==> config.mk <==
export PLATFORM = sky130hd
export DESIGN_NAME = tsi_ctrl
export DESIGN_NICKNAME = d
export VERILOG_FILES = /design/src/tsi_pkg.sv /design/src/tsi_ctrl.sv
export SDC_FILE = /design/constraint.sdc
export NUM_CORES = 1
export LEC_CHECK = 0
export BUFFER_PORTS_ARGS = -buffer_cell sky130_fd_sc_hd__buf_2
export CAP_MARGIN = 20
export CORE_MARGIN = 3
export CORE_UTILIZATION = 52
export DETAILED_ROUTE_END_ITERATION = 16
export PLACE_DENSITY = 0.95
export SYNTH_ARGS = -nofsm -noshare
export SYNTH_HDL_FRONTEND = slang
export SYNTH_SLANG_ARGS = --single-unit
==> constraint.sdc <==
create_clock -name i_clk -period 3.85 [get_ports i_clk]
set_clock_uncertainty 0.05 [all_clocks]
set_input_delay 0.77 -clock i_clk [delete_from_list [all_inputs] [get_ports i_clk]]
set_output_delay 0.77 -clock i_clk [all_outputs]
set_load 0.05 [all_outputs]
==> src/tsi_pkg.sv <==
// Package for the timestamped sample interpolator.
// Types, codes and the controller/datapath interface structs.
// Depends on nothing.
package tsi_pkg;

    localparam int NUM_CH    = 6;
    localparam int TIME_W    = 63;
    localparam int CH_W      = 32;
    localparam int DIV_STEPS = 32;

    typedef enum logic [1:0] {
        OP_PUSH  = 2'd0,
        OP_QUERY = 2'd1,
        OP_CLEAR = 2'd2,
        OP_NOP   = 2'd3
    } t_op;

    typedef enum logic [2:0] {
        ST_ACCEPTED = 3'd0,
        ST_EXACT    = 3'd1,
        ST_INTERP   = 3'd2,
        ST_TOO_NEW  = 3'd3,
        ST_TOO_OLD  = 3'd4
    } t_status;

    typedef enum logic [1:0] {
        SRC_ZERO,
        SRC_ROW,
        SRC_INTERP
    } t_src;

    typedef enum logic [1:0] {
        RS_NEWEST,
        RS_K,
        RS_KM1
    } t_rsel;

    typedef enum logic [2:0] {
        ALU_NONE,
        ALU_MUL0,
        ALU_MUL1,
        ALU_DINIT,
        ALU_DSTEP,
        ALU_DFIN
    } t_alu;

    typedef enum logic [3:0] {
        S_IDLE, S_DISP, S_PREAD, S_PCHK, S_PWR, S_SCAN, S_SCMP, S_RDI,
        S_RDJ, S_LATJ, S_MUL0, S_MUL1, S_DINIT, S_DIV, S_DFIN, S_DONE
    } t_state;

    typedef struct packed {
        logic [1:0]         operation;
        logic [TIME_W-1:0]  time_ns;
        logic signed [31:0] accel_x;
        logic signed [31:0] accel_y;
        logic signed [31:0] accel_z;
        logic signed [31:0] rate_x;
        logic signed [31:0] rate_y;
        logic signed [31:0] rate_z;
    } t_in;

    typedef struct packed {
        logic [2:0]         status;
        logic signed [31:0] out_accel_x;
        logic signed [31:0] out_accel_y;
        logic signed [31:0] out_accel_z;
        logic signed [31:0] out_rate_x;
        logic signed [31:0] out_rate_y;
        logic signed [31:0] out_rate_z;
    } t_out;

    // one stored sample's channels, index 0 is accel_x
    typedef logic [NUM_CH-1:0][CH_W-1:0] t_row;

    typedef struct packed {
        logic    load_in;
        t_rsel   rd_sel;
        logic    push_wr;
        logic    clear;
        logic    k_clr;
        logic    k_inc;
        logic    found;
        logic    lat_i;
        logic    lat_j;
        logic    ch_clr;
        logic    ch_inc;
        t_alu    alu_op;
        logic    out_load;
        t_status out_status;
        t_src    out_src;
    } t_cmd;

    typedef struct packed {
        t_op  op;
        logic empty;
        logic t_lt_rd;
        logic t_eq_rd;
        logic k_zero;
        logic k_last;
        logic div_last;
        logic ch_last;
        logic out_free;
    } t_stat;

endpackage

==> src/tsi_ctrl.sv <==
// Controller state machine of the timestamped sample interpolator.
// Sequences push, search, row reads and the per-channel multiply/divide.
// Depends on tsi_pkg.
module tsi_ctrl (
    input  logic          i_clk,
    input  logic          i_rst_n,
    input  logic          i_in_valid,
    output logic          o_in_ready,
    input  tsi_pkg::t_stat i_stat,
    output tsi_pkg::t_cmd  o_cmd
);
    import tsi_pkg::*;

    t_state  r_state, n_state;
    t_status r_status, n_status;
    t_src    r_src, n_src;

    always_ff @(posedge i_clk) begin
        if (!i_rst_n) begin
            r_state  <= S_IDLE;
            r_status <= ST_ACCEPTED;
            r_src    <= SRC_ZERO;
        end else begin
            r_state  <= n_state;
            r_status <= n_status;
            r_src    <= n_src;
        end
    end

    assign o_in_ready = (r_state == S_IDLE);

    always_comb begin
        n_state  = r_state;
        n_status = r_status;
        n_src    = r_src;
        o_cmd    = '0;
        o_cmd.rd_sel     = RS_K;
        o_cmd.alu_op     = ALU_NONE;
        o_cmd.out_status = r_status;
        o_cmd.out_src    = r_src;
        case (r_state)
            S_IDLE: begin
                if (i_in_valid) begin
                    o_cmd.load_in = 1'b1;
                    n_state = S_DISP;
                end
            end
            S_DISP: begin
                o_cmd.k_clr = 1'b1;
                n_status = ST_ACCEPTED;
                n_src    = SRC_ZERO;
                case (i_stat.op)
                    OP_PUSH: begin
                        n_state = i_stat.empty ? S_PWR : S_PREAD;
                    end
                    OP_QUERY: begin
                        if (i_stat.empty) begin
                            n_status = ST_TOO_NEW;
                            n_state  = S_DONE;
                        end else begin
                            n_state = S_SCAN;
                        end
                    end
                    OP_CLEAR: begin
                        o_cmd.clear = 1'b1;
                        n_state = S_DONE;
                    end
                    default: begin
                        n_state = S_DONE;
                    end
                endcase
            end
            S_PREAD: begin
                o_cmd.rd_sel = RS_NEWEST;
                n_state = S_PCHK;
            end
            S_PCHK: begin
                if (i_stat.t_lt_rd) begin
                    n_status = ST_TOO_OLD;
                    n_state  = S_DONE;
                end else begin
                    n_state = S_PWR;
                end
            end
            S_PWR: begin
                o_cmd.push_wr = 1'b1;
                n_state = S_DONE;
            end
            S_SCAN: begin
                o_cmd.rd_sel = RS_K;
                n_state = S_SCMP;
            end
            S_SCMP: begin
                if (i_stat.t_lt_rd || i_stat.t_eq_rd) begin
                    if (i_stat.t_eq_rd) begin
                        n_status = ST_EXACT;
                        n_src    = SRC_ROW;
                        n_state  = S_RDJ;
                    end else if (i_stat.k_zero) begin
                        n_status = ST_TOO_OLD;
                        n_state  = S_DONE;
                    end else begin
                        o_cmd.found = 1'b1;
                        n_status = ST_INTERP;
                        n_src    = SRC_INTERP;
                        n_state  = S_RDI;
                    end
                end else if (i_stat.k_last) begin
                    n_status = ST_TOO_NEW;
                    n_state  = S_DONE;
                end else begin
                    o_cmd.k_inc = 1'b1;
                    n_state = S_SCAN;
                end
            end
            S_RDI: begin
                o_cmd.rd_sel = RS_KM1;
                o_cmd.ch_clr = 1'b1;
                n_state = S_RDJ;
            end
            S_RDJ: begin
                o_cmd.rd_sel = RS_K;
                o_cmd.lat_i  = 1'b1;
                n_state = S_LATJ;
            end
            S_LATJ: begin
                o_cmd.lat_j = 1'b1;
                n_state = (r_status == ST_EXACT) ? S_DONE : S_MUL0;
            end
            S_MUL0: begin
                o_cmd.alu_op = ALU_MUL0;
                n_state = S_MUL1;
            end
            S_MUL1: begin
                o_cmd.alu_op = ALU_MUL1;
                n_state = S_DINIT;
            end
            S_DINIT: begin
                o_cmd.alu_op = ALU_DINIT;
                n_state = S_DIV;
            end
            S_DIV: begin
                o_cmd.alu_op = ALU_DSTEP;
                if (i_stat.div_last) begin
                    n_state = S_DFIN;
                end
            end
            S_DFIN: begin
                o_cmd.alu_op = ALU_DFIN;
                if (i_stat.ch_last) begin
                    n_state = S_DONE;
                end else begin
                    o_cmd.ch_inc = 1'b1;
                    n_state = S_MUL0;
                end
            end
            S_DONE: begin
                if (i_stat.out_free) begin
                    o_cmd.out_load = 1'b1;
                    n_state = S_IDLE;
                end
            end
            default: begin
                n_state = S_IDLE;
            end
        endcase
    end

endmodule

==> results.md, run 1 <==
* Synth Cell Area at 942.2 sq um
* Number of rows in the core area at 14
* Highest-count cells in the layout ignoring fill and taps: 34 x buf_2, 13 x nor2_1, 10 x a21oi_1
* CP Data Arrival Time at 1.97 ns
* Area inside the core boundary at 1612 sq um
* Register Area at 180.2 sq um
* Starting density of the core at 58.46%
* Pin count of the biggest net entering global routing at 23
* Max Clock Freq at 358.4 MHz
* Worst hold path class: reg -> reg
* Number of buffers inserted for hold repair after clock tree synthesis at 0
* Die outline height at 48.57 um
* Number of detailed-routing iterations run before antenna repair at 4
* Cell count after synthesis at 124
* Post-route insts no fill at 176
* Width of the die at 48.57 um
* Number of global-route vias before repair at 978
* Number of fill cells at 151
* Cell total after placement at 172
* Crit end category: output pin
* Startpoint type of the worst setup path: flop
* Final routed wirelength across all metal layers at 2633 um
* DR vias/cell at 5.989
* Placed wire-length estimate at 2007 um
* Final net count at 166
* H-Tree Level Count at 1
* Antenna-violating nets left at 0
* Share of cells above drive strength 1 at 32.24%
* Slew Viols, Final at 0
* Net count of the mapped netlist at 137
* Total leakage power at 0.4642 nW
* Final Setup Violations at 0
* Inserted Clock Buffers at 3
* Skew-Pair Late Insertion Delay at 0.25 ns
* Total Neg Setup Slack at 0 ns
* Final number of hold-violating endpoints at 0
* Final critical delay including setup and external delays at 2.790 ns
* Worst endpoint required time at 3.03 ns
* Aggregate global routing overflow at 0
* Critical Path Max Stage Delay at 0.56 ns
* Number of synthesized flops with an enable pin at 0
* Io pins at 35
* First-pass GRT wire length at 4278 um
* Overall routing resource usage at 21.96%
* Number of port buffers at 34
* Critical setup path kind: reg -> out
* Vias at 1054
* CP Cell Sequence: nor2_1 -> nand3_1 -> nor3_1 -> buf_2
* Critical path startpoint: r_state[1]$_SDFFE_PN0P_
* Sequential element share of the synthesized area at 19.12%
* Peak supply drop at 0.0003808 V
* RR Startpoint: r_state[1]$_SDFFE_PN0P_
* Number of warnings issued by yosys at 0
* Max capacitance violation total at 0
* Clock Pin Slew Worst Setup and Hold Paths at 0.06 ns
* Synth async-reset ratio at 0%
* Antenna violations before repair at 0
* Clock Tree Root: clkbuf_4
* Detailed-route DRC error count at 0
* Antenna cell count at 0
* Slew headroom at 47.54%
* Placer Congestion at 0.8669
* Cell at the slowest stage of the critical path: dfxtp_1
* TritonCTS clock tree: yes
* Outcome: finished, final reports clean
* Average size of a mapped cell at 7.598 sq um
* Fraction of the cycle the final worst path needs at 72.46%
* Max clock buf depth at 2
* Commonest register cell after synthesis: dfxtp_1
* RSZ-0062 raised after global routing: no
* Slew of the pin with the lowest slew margin at 0.7858 ns
* Number of synthesized register bits at 9
* Clock net sink count at 9
* Post-CTS setup buffers at 0
* Count of distinct cell types in the synthesized netlist at 45
* Total power at 0.0005195 W
* P per Cell Area at 479.5 nW/um^2
* Most frequent standard cell in the layout excluding fill and tap cells: buf_2
* Routed length per placed instance at 14.96 um
* Launch point of the worst hold path: r_src[1]$_SDFFE_PN0P_
* Multi-input logic area at 646.9 sq um
* Slack of the worst reg-to-reg path at 1.86 ns
* Layout area overhead at 15.01%
* Max Fanout on Critical Path at 21
* Count of routing violations after the opening detailed-route iteration at 40
* DIE AREA at 2359 sq um
* Post-cts resize count at 0
[registers in the layout (all words and copies together) (netlist names)]
name,flops
r_src,2
r_state,4
r_status,3
[synth_stat cells, types with 2 or more instances]
master    instances  area [sq um]
nand3_1           3         15.01
o21ai_0           6         30.03
o311a_1           2         20.02
nor2b_1           3         18.77
buf_6             2         22.52
nor3_1            9         45.04
inv_1             7         26.28
nor4_1            2         12.51
and3_1            2         12.51
and2_1            2         12.51
a21oi_1          10         50.05
dfxtp_1           9         180.2
clkbuf_8          2         27.53
o21ai_1           2         10.01
buf_4             2         15.01
a211oi_1          4         30.03
nand2b_1          5         31.28
buf_2             4         20.02
nor2_1           13         48.80
o22ai_1           2         12.51
nand2_1           9         33.78
[kinds of logic after synthesis]
kind of cell           after synthesis  share of synthesized area [%]
AO/OA/AOI/OAI                       39                          31.61
flip-flops                           9                          19.12
buffers and inverters               18                          12.22
AND/OR/NAND/NOR                     58                          37.05
[routing by layer]
layer	vias to the layer above	GRT usage [%]	share of wire (%)
li1	514	-	-
met1	477	26.77	43
met2	57	39.45	47
met3	6	2.454	8.3
met4	0	8.057	1.2
met5	-	0	0
[critical path, delay by kind of cell, from the launching register on]
kind / cells / cell delay [ns]
and+or+nand+nor: 3 / 0.85
DFF: 1 / 0.56
buffers and inverters: 1 / 0.31
[power breakdown]
group | internal [W] | leakage (nW) | total (W) | switching (W)
clock network | 0.0000397 | 0.0150 | 0.0000688 | 0.0000291
logic | 0.0000925 | 0.376 | 0.000288 | 0.000195
registers | 0.000108 | 0.0734 | 0.000163 | 0.0000549
[metrics by stage]
step                      utilization (%)  area (sq um)  hold slack, ns  setup slack [ns]
final                               67.24          1084          0.4377             1.060
after global routing                67.24          1084          0.4683            0.9324
after CTS                           67.24          1084          0.4477             1.105
after detailed placement            65.61          1057          0.4352             1.304
after global placement              65.61          1057          0.4255             1.336
after floorplan                         -         942.2          0.6102            0.5861
[path summary, 6_finish.rpt]
path	to	cells after the start
worst min register to register	r_src[1]$_SDFFE_PN0P_	2
worst max register to register	r_src[0]$_SDFFE_PN0P_	4
worst max-delay path	o_cmd[16]	4
worst min-delay path	r_src[1]$_SDFFE_PN0P_	2
[area by class of cell]
class	instances	share of cell area (%)
multi-input combinational	97	59.70
tap	24	2.771
clock buffer	4	2.425
timing repair buffer	34	15.70
inverter	8	2.771
sequential	9	16.63
No activity file was read; power rests on OpenSTA's default activity.
==> run 2: changes to the inputs <==
--- a/config.mk
+++ b/config.mk
@@ -8,9 +8,9 @@
 export BUFFER_PORTS_ARGS = -buffer_cell sky130_fd_sc_hd__buf_2
 export CAP_MARGIN = 20
 export CORE_MARGIN = 3
-export CORE_UTILIZATION = 52
+export CORE_UTILIZATION = 48
 export DETAILED_ROUTE_END_ITERATION = 16
-export PLACE_DENSITY = 0.95
+export PLACE_DENSITY = 0.9
 export SYNTH_ARGS = -nofsm -noshare
 export SYNTH_HDL_FRONTEND = slang
 export SYNTH_SLANG_ARGS = --single-unit
==> constraint.sdc (replaced) <==
create_clock -name i_clk -period 2.6 [get_ports i_clk]
set_clock_uncertainty 0.05 [all_clocks]
set_input_delay 0.52 -clock i_clk [delete_from_list [all_inputs] [get_ports i_clk]]
set_output_delay 0.52 -clock i_clk [all_outputs]
set_load 0.05 [all_outputs]
==> run 2 against run 1 <==
Sequential share of layout area is 0.13 points lower. Sequential power rose by 45%. Combinational power increased by 48%. Die area increased by 7.3%. Worst setup slack worse by 0.90 ns. Highest routed layer unchanged.
==> results.md, run 2 (same netlist as run 1, synthesis figures left out) <==
* Antenna violations before repair at 0 (unchanged)
* Critical path startpoint: r_state[0]$_SDFFE_PN0P_ (was r_state[1]$_SDFFE_PN0P_)
* Io pins at 35 (unchanged)
* Peak supply drop at 0.0004576 V (was 0.0003808 V)
* Slew Viols, Final at 0 (unchanged)
* Fraction of the cycle the final worst path needs at 93.79%
* Number of global-route vias before repair at 990 (was 978)
* Utilization after layout at 61.68% (was 67.24%)
* Number of flip-flops in the largest register at 4 (unchanged)
* Capture point of the worst reg-to-reg path: r_state[2]$_SDFFE_PN0P_ (was r_src[0]$_SDFFE_PN0P_)
* Final critical delay including setup and external delays at 2.438 ns
* Slew of the pin with the lowest slew margin at 0.6948 ns (was 0.7858 ns)
* Detailed-route DRC error count at 0 (unchanged)
* Max Fanout on Critical Path at 21 (unchanged)
* Startpoint type of the worst setup path: flop (unchanged)
* Total power at 0.0007727 W (was 0.0005195 W)
* P per Cell Area at 702.6 nW/um^2 (was 479.5 nW/um^2)
* Final net count at 167 (was 166)
* Crit end category: output pin (unchanged)
* RSZ-0062 raised after global routing: no (unchanged)
* DR vias/cell at 6.135 (was 5.989)
* Max clock buf depth at 2 (unchanged)
* Vias at 1092 (was 1054)
* TritonCTS clock tree: yes (unchanged)
* Layout area overhead at 16.73% (was 15.01%)
* Antenna-violating nets left at 0 (unchanged)
* Aggregate global routing overflow at 0 (unchanged)
* DIE AREA at 2531 sq um (was 2359 sq um)
* Cells on worst reg2reg path at 3 (was 4)
* First-pass GRT wire length at 4243 um (was 4278 um)
* Final Setup Violations at 0 (unchanged)
* Hold Path Sink: r_src[1]$_SDFFE_PN0P_ (unchanged)
* Highest-count cells in the layout ignoring fill and taps: 34 x buf_2, 13 x nor2_1, 10 x a21oi_1, 9 x nor3_1, 9 x nand2_1 (was 34 x buf_2, 13 x nor2_1, 10 x a21oi_1)
* Max capacitance violation total at 0 (unchanged)
* Overall routing resource usage at 21.40% (was 21.96%)
* Register with the highest flop count: r_state (unchanged)
* Slew headroom at 53.61% (was 47.54%)
* Outcome: finished, final reports clean (unchanged)
* Worst hold path class: reg -> reg (unchanged)
* Total Neg Setup Slack at 0 ns (unchanged)
* Skew-Pair Late Insertion Delay at 0.26 ns (was 0.25 ns)
* Number of buffers inserted for hold repair after clock tree synthesis at 0 (unchanged)
* Max Clock Freq at 410.1 MHz
* Worst hold path cell count at 2 (unchanged)
* Launch point of the worst hold path: r_src[1]$_SDFFE_PN0P_ (unchanged)
* Clock Pin Slew Worst Setup and Hold Paths at 0.06 ns (about the same)
* Clock net sink count at 9 (unchanged)
* Count of routing violations after the opening detailed-route iteration at 48 (was 40)
* Number of rows in the core area at 15 (was 14)
* CP Data Arrival Time at 1.87 ns (was 1.97 ns)
* Number of port buffers at 34 (unchanged)
* RR Startpoint: r_state[0]$_SDFFE_PN0P_ (was r_state[1]$_SDFFE_PN0P_)
* Total leakage power at 0.4702 nW (was 0.4642 nW)
* Pin count of the biggest net entering global routing at 23 (unchanged)
* Share of cells above drive strength 1 at 33.99% (was 32.24%)
* Placed wire-length estimate at 1963 um (was 2007 um)
* Routed length per placed instance at 14.33 um (was 14.96 um)
* Die outline height at 50.31 um (was 48.57 um)
* Antenna cell count at 0 (unchanged)
* Number of detailed-routing iterations run before antenna repair at 4 (unchanged)
* Clock Tree Root: clkbuf_4 (unchanged)
* Largest registers in the final layout: r_state (4), r_status (3), r_src (2) (unchanged)
* Most frequent standard cell in the layout excluding fill and tap cells: buf_2 (unchanged)
* Final routed wirelength across all metal layers at 2550 um (was 2633 um)
* Inserted Clock Buffers at 3 (unchanged)
* Width of the die at 50.31 um (was 48.57 um)
* Area inside the core boundary at 1783 sq um (was 1612 sq um)
* Worst endpoint required time at 2.03 ns (was 3.03 ns)
* Slack of the worst reg-to-reg path at 0.68 ns (was 1.86 ns)
* H-Tree Level Count at 1 (unchanged)
* Placer Congestion at 0.9169 (was 0.8669)
* Critical setup path kind: reg -> out (unchanged)
* Final number of hold-violating endpoints at 0 (unchanged)
* Starting density of the core at 52.84% (was 58.46%)
[run 2: final cells by class]
cell class,count,area (sq um)
inverters,8,30.03
clock buffers,4,26.28
flip-flops and latches,9,181.4
multi-input cells,97,653.1
fillers,175,683.2
well taps,25,31.28
repair buffers,35,177.7
[run 2: power breakdown]
group	internal [W]	switching [W]
Combinational	0.000140	0.000287
Clock	0.0000594	0.0000518
Sequential	0.000160	0.0000751
[run 2: worst max-delay path by stage]
stage                            to  depth (start not counted)  slack [ns]
after floorplan            o_cmd[6]                          4        0.11
after detailed placement  o_cmd[10]                          4        0.43
final                     o_cmd[16]                          3        0.16
after global placement    o_cmd[10]                          4        0.51
after CTS                 o_cmd[10]                          4        0.14
after global routing      o_cmd[16]                          3        0.03
[run 2: repair_timing]
item / CTS / global route
buffers inserted: 0 / 0
endpoints found under the hold margin: 0 / 0
setup endpoints to repair: 0 / 2
gates resized for setup: 0 / 1
[run 2: worst max-delay path, stage by stage, from the launching register on]
cell and delay [ns]:
dfxtp_1 0.77, nand3_1 0.31, nor3_1 0.22, buf_2 0.30
[run 2: stage by stage]
step | worst slack [ns] | std cells | instance area (sq um) | hold WS [ns]
2_1_floorplan | 0.1085 | 124 | 948.4 | 0.6012
3_3_place_gp | 0.5103 | 174 | 1072 | 0.4195
3_5_place_dp | 0.4304 | 174 | 1072 | 0.4250
4_1_cts | 0.1410 | 178 | 1099 | 0.4356
5_1_grt | 0.02645 | 178 | 1100 | 0.4475
6_report | 0.1616 | 178 | 1100 | 0.4318
[run 2: per-layer routing]
layer / up-vias / wire length (um) / global-route usage, %
met5: - / 0 / 0
met4: 0 / 93 / 13.00
met3: 11 / 210 / 3.858
met2: 68 / 1166 / 33.70
met1: 498 / 1080 / 26.85
li1: 515 / - / -
==> run 3: changes to the inputs <==
--- a/config.mk
+++ b/config.mk
@@ -5,12 +5,13 @@
 export SDC_FILE = /design/constraint.sdc
 export NUM_CORES = 1
 export LEC_CHECK = 0
+export ABC_AREA = 1
 export BUFFER_PORTS_ARGS = -buffer_cell sky130_fd_sc_hd__buf_2
 export CAP_MARGIN = 20
 export CORE_MARGIN = 3
-export CORE_UTILIZATION = 48
+export CORE_UTILIZATION = 47
 export DETAILED_ROUTE_END_ITERATION = 16
-export PLACE_DENSITY = 0.9
+export PLACE_DENSITY = 0.91
 export SYNTH_ARGS = -nofsm -noshare
 export SYNTH_HDL_FRONTEND = slang
 export SYNTH_SLANG_ARGS = --single-unit
==> run 3 against run 2 <==
Sequential share of layout area rose by 0.49 points. Maximum frequency rose by 17%. Global-route usage barely moved.
==> results.md, run 3 <==
* Highest-count cells in the layout ignoring fill and taps: 52 x nand2_1, 34 x buf_2, 29 x nor2_1, 22 x inv_1, 11 x nand3_1 (was 34 x buf_2, 13 x nor2_1, 10 x a21oi_1, 9 x nor3_1, 9 x nand2_1)
* Skew-Pair Late Insertion Delay at 0.26 ns (about the same)
* H-Tree Level Count at 1 (unchanged)
* Most frequent standard cell in the layout excluding fill and tap cells: nand2_1 (was buf_2)
* Number of warnings issued by yosys at 0 (unchanged)
* Crit end category: output pin (unchanged)
* Number of synthesized register bits at 9 (unchanged)
* Compound-gate portion of the synthesized area at 10.55% (was 31.61%)
* Die outline height at 48.33 um (was 50.31 um)
* Cell count after synthesis at 161 (was 124)
* Io pins at 35 (unchanged)
* Slew of the pin with the lowest slew margin at 0.2869 ns (was 0.6948 ns)
* Count of distinct cell types in the synthesized netlist at 19 (was 45)
* Critical setup path kind: reg -> out (unchanged)
* Antenna cell count at 0 (unchanged)
* Starting density of the core at 52.83% (was 52.84%)
* Number of buffers inserted for hold repair after clock tree synthesis at 0 (unchanged)
* DR vias/cell at 5.063 (was 6.135)
* Number of detailed-routing iterations run before antenna repair at 4 (unchanged)
* Area fraction in and, or, nand and nor cells after synthesis at 54.98% (was 37.05%)
* Final routed wirelength across all metal layers at 2390 um (was 2550 um)
* Peak supply drop at 0.0005468 V (was 0.0004576 V)
* Antenna-violating nets left at 0 (unchanged)
* Xor-xnor portion of the synthesized cell area at 0% (unchanged)
* Worst endpoint required time at 2.03 ns (about the same)
* Sequential element share of the synthesized area at 21.40% (was 19.12%)
* First-pass GRT wire length at 4167 um (was 4243 um)
* Number of flip-flops in the largest register at 4 (unchanged)
* Max Fanout on Critical Path at 7 (was 21)
* Register with the highest flop count: r_state (unchanged)
* Area inside the core boundary at 1594 sq um (was 1783 sq um)
* Post-cts resize count at 0 (unchanged)
* Max clock buf depth at 2 (unchanged)
* Max capacitance violation total at 0 (unchanged)
* Count of routing violations after the opening detailed-route iteration at 36 (was 48)
* Clock net sink count at 9 (unchanged)
* Slew headroom at 80.85% (was 53.61%)
* Net count of the mapped netlist at 174 (was 137)
* Pin count of the biggest net entering global routing at 9 (was 23)
* Final number of hold-violating endpoints at 0 (unchanged)
* TritonCTS clock tree: yes (unchanged)
* Vias at 1124 (was 1092)
* Yosys top cell area share at 23.18% (was 19.12%)
* Number of global-route vias before repair at 1043 (was 990)
* Clock Pin Slew Worst Setup and Hold Paths at 0.06 ns (about the same)
* Synth Cell Area at 842.1 sq um (was 942.2 sq um)
* Fraction of the cycle the final worst path needs at 80.39% (was 93.79%)
* Commonest register cell after synthesis: dfxtp_1 (unchanged)
* Detailed-route DRC error count at 0 (unchanged)
* Number of synthesized flops with an enable pin at 0 (unchanged)
* Adder and majority cell fraction of the synthesized area at 0% (unchanged)
* Main combinational cell family by area after synthesis: simple AND/OR/NAND/NOR gates (unchanged)
* Width of the die at 48.33 um (was 50.31 um)
* P per Cell Area at 937.0 nW/um^2 (was 702.6 nW/um^2)
* Final net count at 212 (was 167)
* Number of rows in the core area at 14 (was 15)
* Cell area after placement at 1035 sq um (was 1072 sq um)
* Largest cells by area after synthesis: nand2_1 23%, dfxtp_1 21%, nor2_1 13% (was dfxtp_1 19%, a21oi_1 5.3%, nor2_1 5.2%)
* Routed length per placed instance at 10.77 um (was 14.33 um)
* Total Neg Setup Slack at 0 ns (unchanged)
* CP Data Arrival Time at 1.52 ns (was 1.87 ns)
* Worst hold path class: reg -> reg (unchanged)
* Mux share of post-synthesis cell area at 0% (unchanged)
* Antenna violations before repair at 0 (unchanged)
* Most common cell in the netlist: nand2_1 (was nor2_1)
* Post-route insts no fill at 222 (was 178)
* Overall routing resource usage at 21.40% (about the same)
* Post-CTS setup buffers at 0 (unchanged)
* Average size of a mapped cell at 5.230 sq um (was 7.598 sq um)
* Share of cells above drive strength 1 at 26.26% (was 33.99%)
* DIE AREA at 2335 sq um (was 2531 sq um)
* Largest registers in the final layout: r_state (4), r_status (3), r_src (2) (unchanged)
* Outcome: finished, final reports clean (unchanged)
* Final critical delay including setup and external delays at 2.090 ns (was 2.438 ns)
* Placed wire-length estimate at 2022 um (was 1963 um)
* Layout area overhead at 26.00% (was 16.73%)
* Total leakage power at 0.6805 nW (was 0.4702 nW)
* Aggregate global routing overflow at 0 (unchanged)
* Synth async-reset ratio at 0% (unchanged)
* Max Clock Freq at 478.4 MHz (was 410.1 MHz)
* Final Setup Violations at 0 (unchanged)
* Clock Tree Root: clkbuf_4 (unchanged)
* Number of port buffers at 34 (unchanged)
* Cell total after placement at 218 (was 174)
* Startpoint type of the worst setup path: flop (unchanged)
* Leading area contributor after synthesis: nand2_1 (was dfxtp_1)
* RSZ-0062 raised after global routing: no (unchanged)
* Post-route standard cell area excluding fillers at 1061 sq um (was 1100 sq um)
* Most instantiated cells after synthesis: 52 x nand2_1, 29 x nor2_1, 22 x inv_1 (was 13 x nor2_1, 10 x a21oi_1, 9 x dfxtp_1, 9 x nand2_1, 9 x nor3_1)
* Placer Congestion at 0.8883 (was 0.9169)
* Slew Viols, Final at 0 (unchanged)
* Inserted Clock Buffers at 3 (unchanged)
==> run 3: cell types whose count changed after synthesis, sizes merged, moves of 3 or more <==
cell | before | now
nor2b | 3 | 0
a211oi | 4 | 0
nor4 | 3 | 0
buf | 8 | 1
nand2 | 10 | 55
nor2 | 13 | 35
nand3 | 3 | 12
nand2b | 6 | 0
nor3 | 9 | 4
inv | 8 | 26
o21ai | 9 | 6
==> run 3: per-layer routing <==
layer,share of wire [%],vias to the layer above,GRT usage (%)
li1,-,567,-
met2,49,42,36.70
met3,5.8,7,2.147
met4,1.9,0,9.005
met1,43,508,27.26
met5,0,-,0
==> run 3: report_power, final <==
part	leakage, nW	internal (W)	total [W]	switching (W)
sequential	0.0733	0.000165	0.000204	0.0000386
clock	0.0150	0.0000590	0.000105	0.0000459
combinational	0.592	0.000176	0.000686	0.000509
==> run 3: path summary, 6_finish.rpt <==
kind	startpoint	to	slack, ns	cells after the start
max	r_state[1]$_SDFFE_PN0P_	o_cmd[13]	0.51	5
min	r_src[0]$_SDFFE_PN0P_	r_src[0]$_SDFFE_PN0P_	0.42	2
min reg2reg	r_src[0]$_SDFFE_PN0P_	r_src[0]$_SDFFE_PN0P_	0.42	2
max reg2reg	r_state[1]$_SDFFE_PN0P_	r_src[1]$_SDFFE_PN0P_	1.12	7
==> run 3: area by class of cell <==
type / instances / area, sq um
flip-flops and latches: 9 / 180.2
clock buffers: 4 / 26.28
multi-input cells: 124 / 551.8
inverters: 27 / 102.6
well taps: 24 / 30.03
fillers: 154 / 533.0
repair buffers: 34 / 170.2
==> run 3: cell families after synthesis <==
group,count (synthesis)
simple gates,107
buf+inv,28
flops,9
compound gates,17
==> run 3: worst max-delay path, stage by stage (launching register included) <==
cell	delay (ns)
dfxtp_1	0.42
nand2_1	0.17
inv_1	0.17
nand2_4	0.10
nor2_1	0.13
buf_2	0.28
==> run 3: metrics by stage <==
stage / setup WS [ns] / utilization [%] / power [W] / hold WS (ns)
finish: 0.5097 / 66.56 / 0.0009942 / 0.4183
global route: 0.3963 / 66.56 / 0.001078 / 0.4462
CTS: 0.5362 / 66.56 / 0.0009900 / 0.4244
detailed placement: 0.6784 / 64.91 / 0.0008837 / 0.4153
global placement: 0.7601 / 64.91 / 0.0008665 / 0.3971
floorplan: 0.2883 / - / 0.0007353 / 0.5733
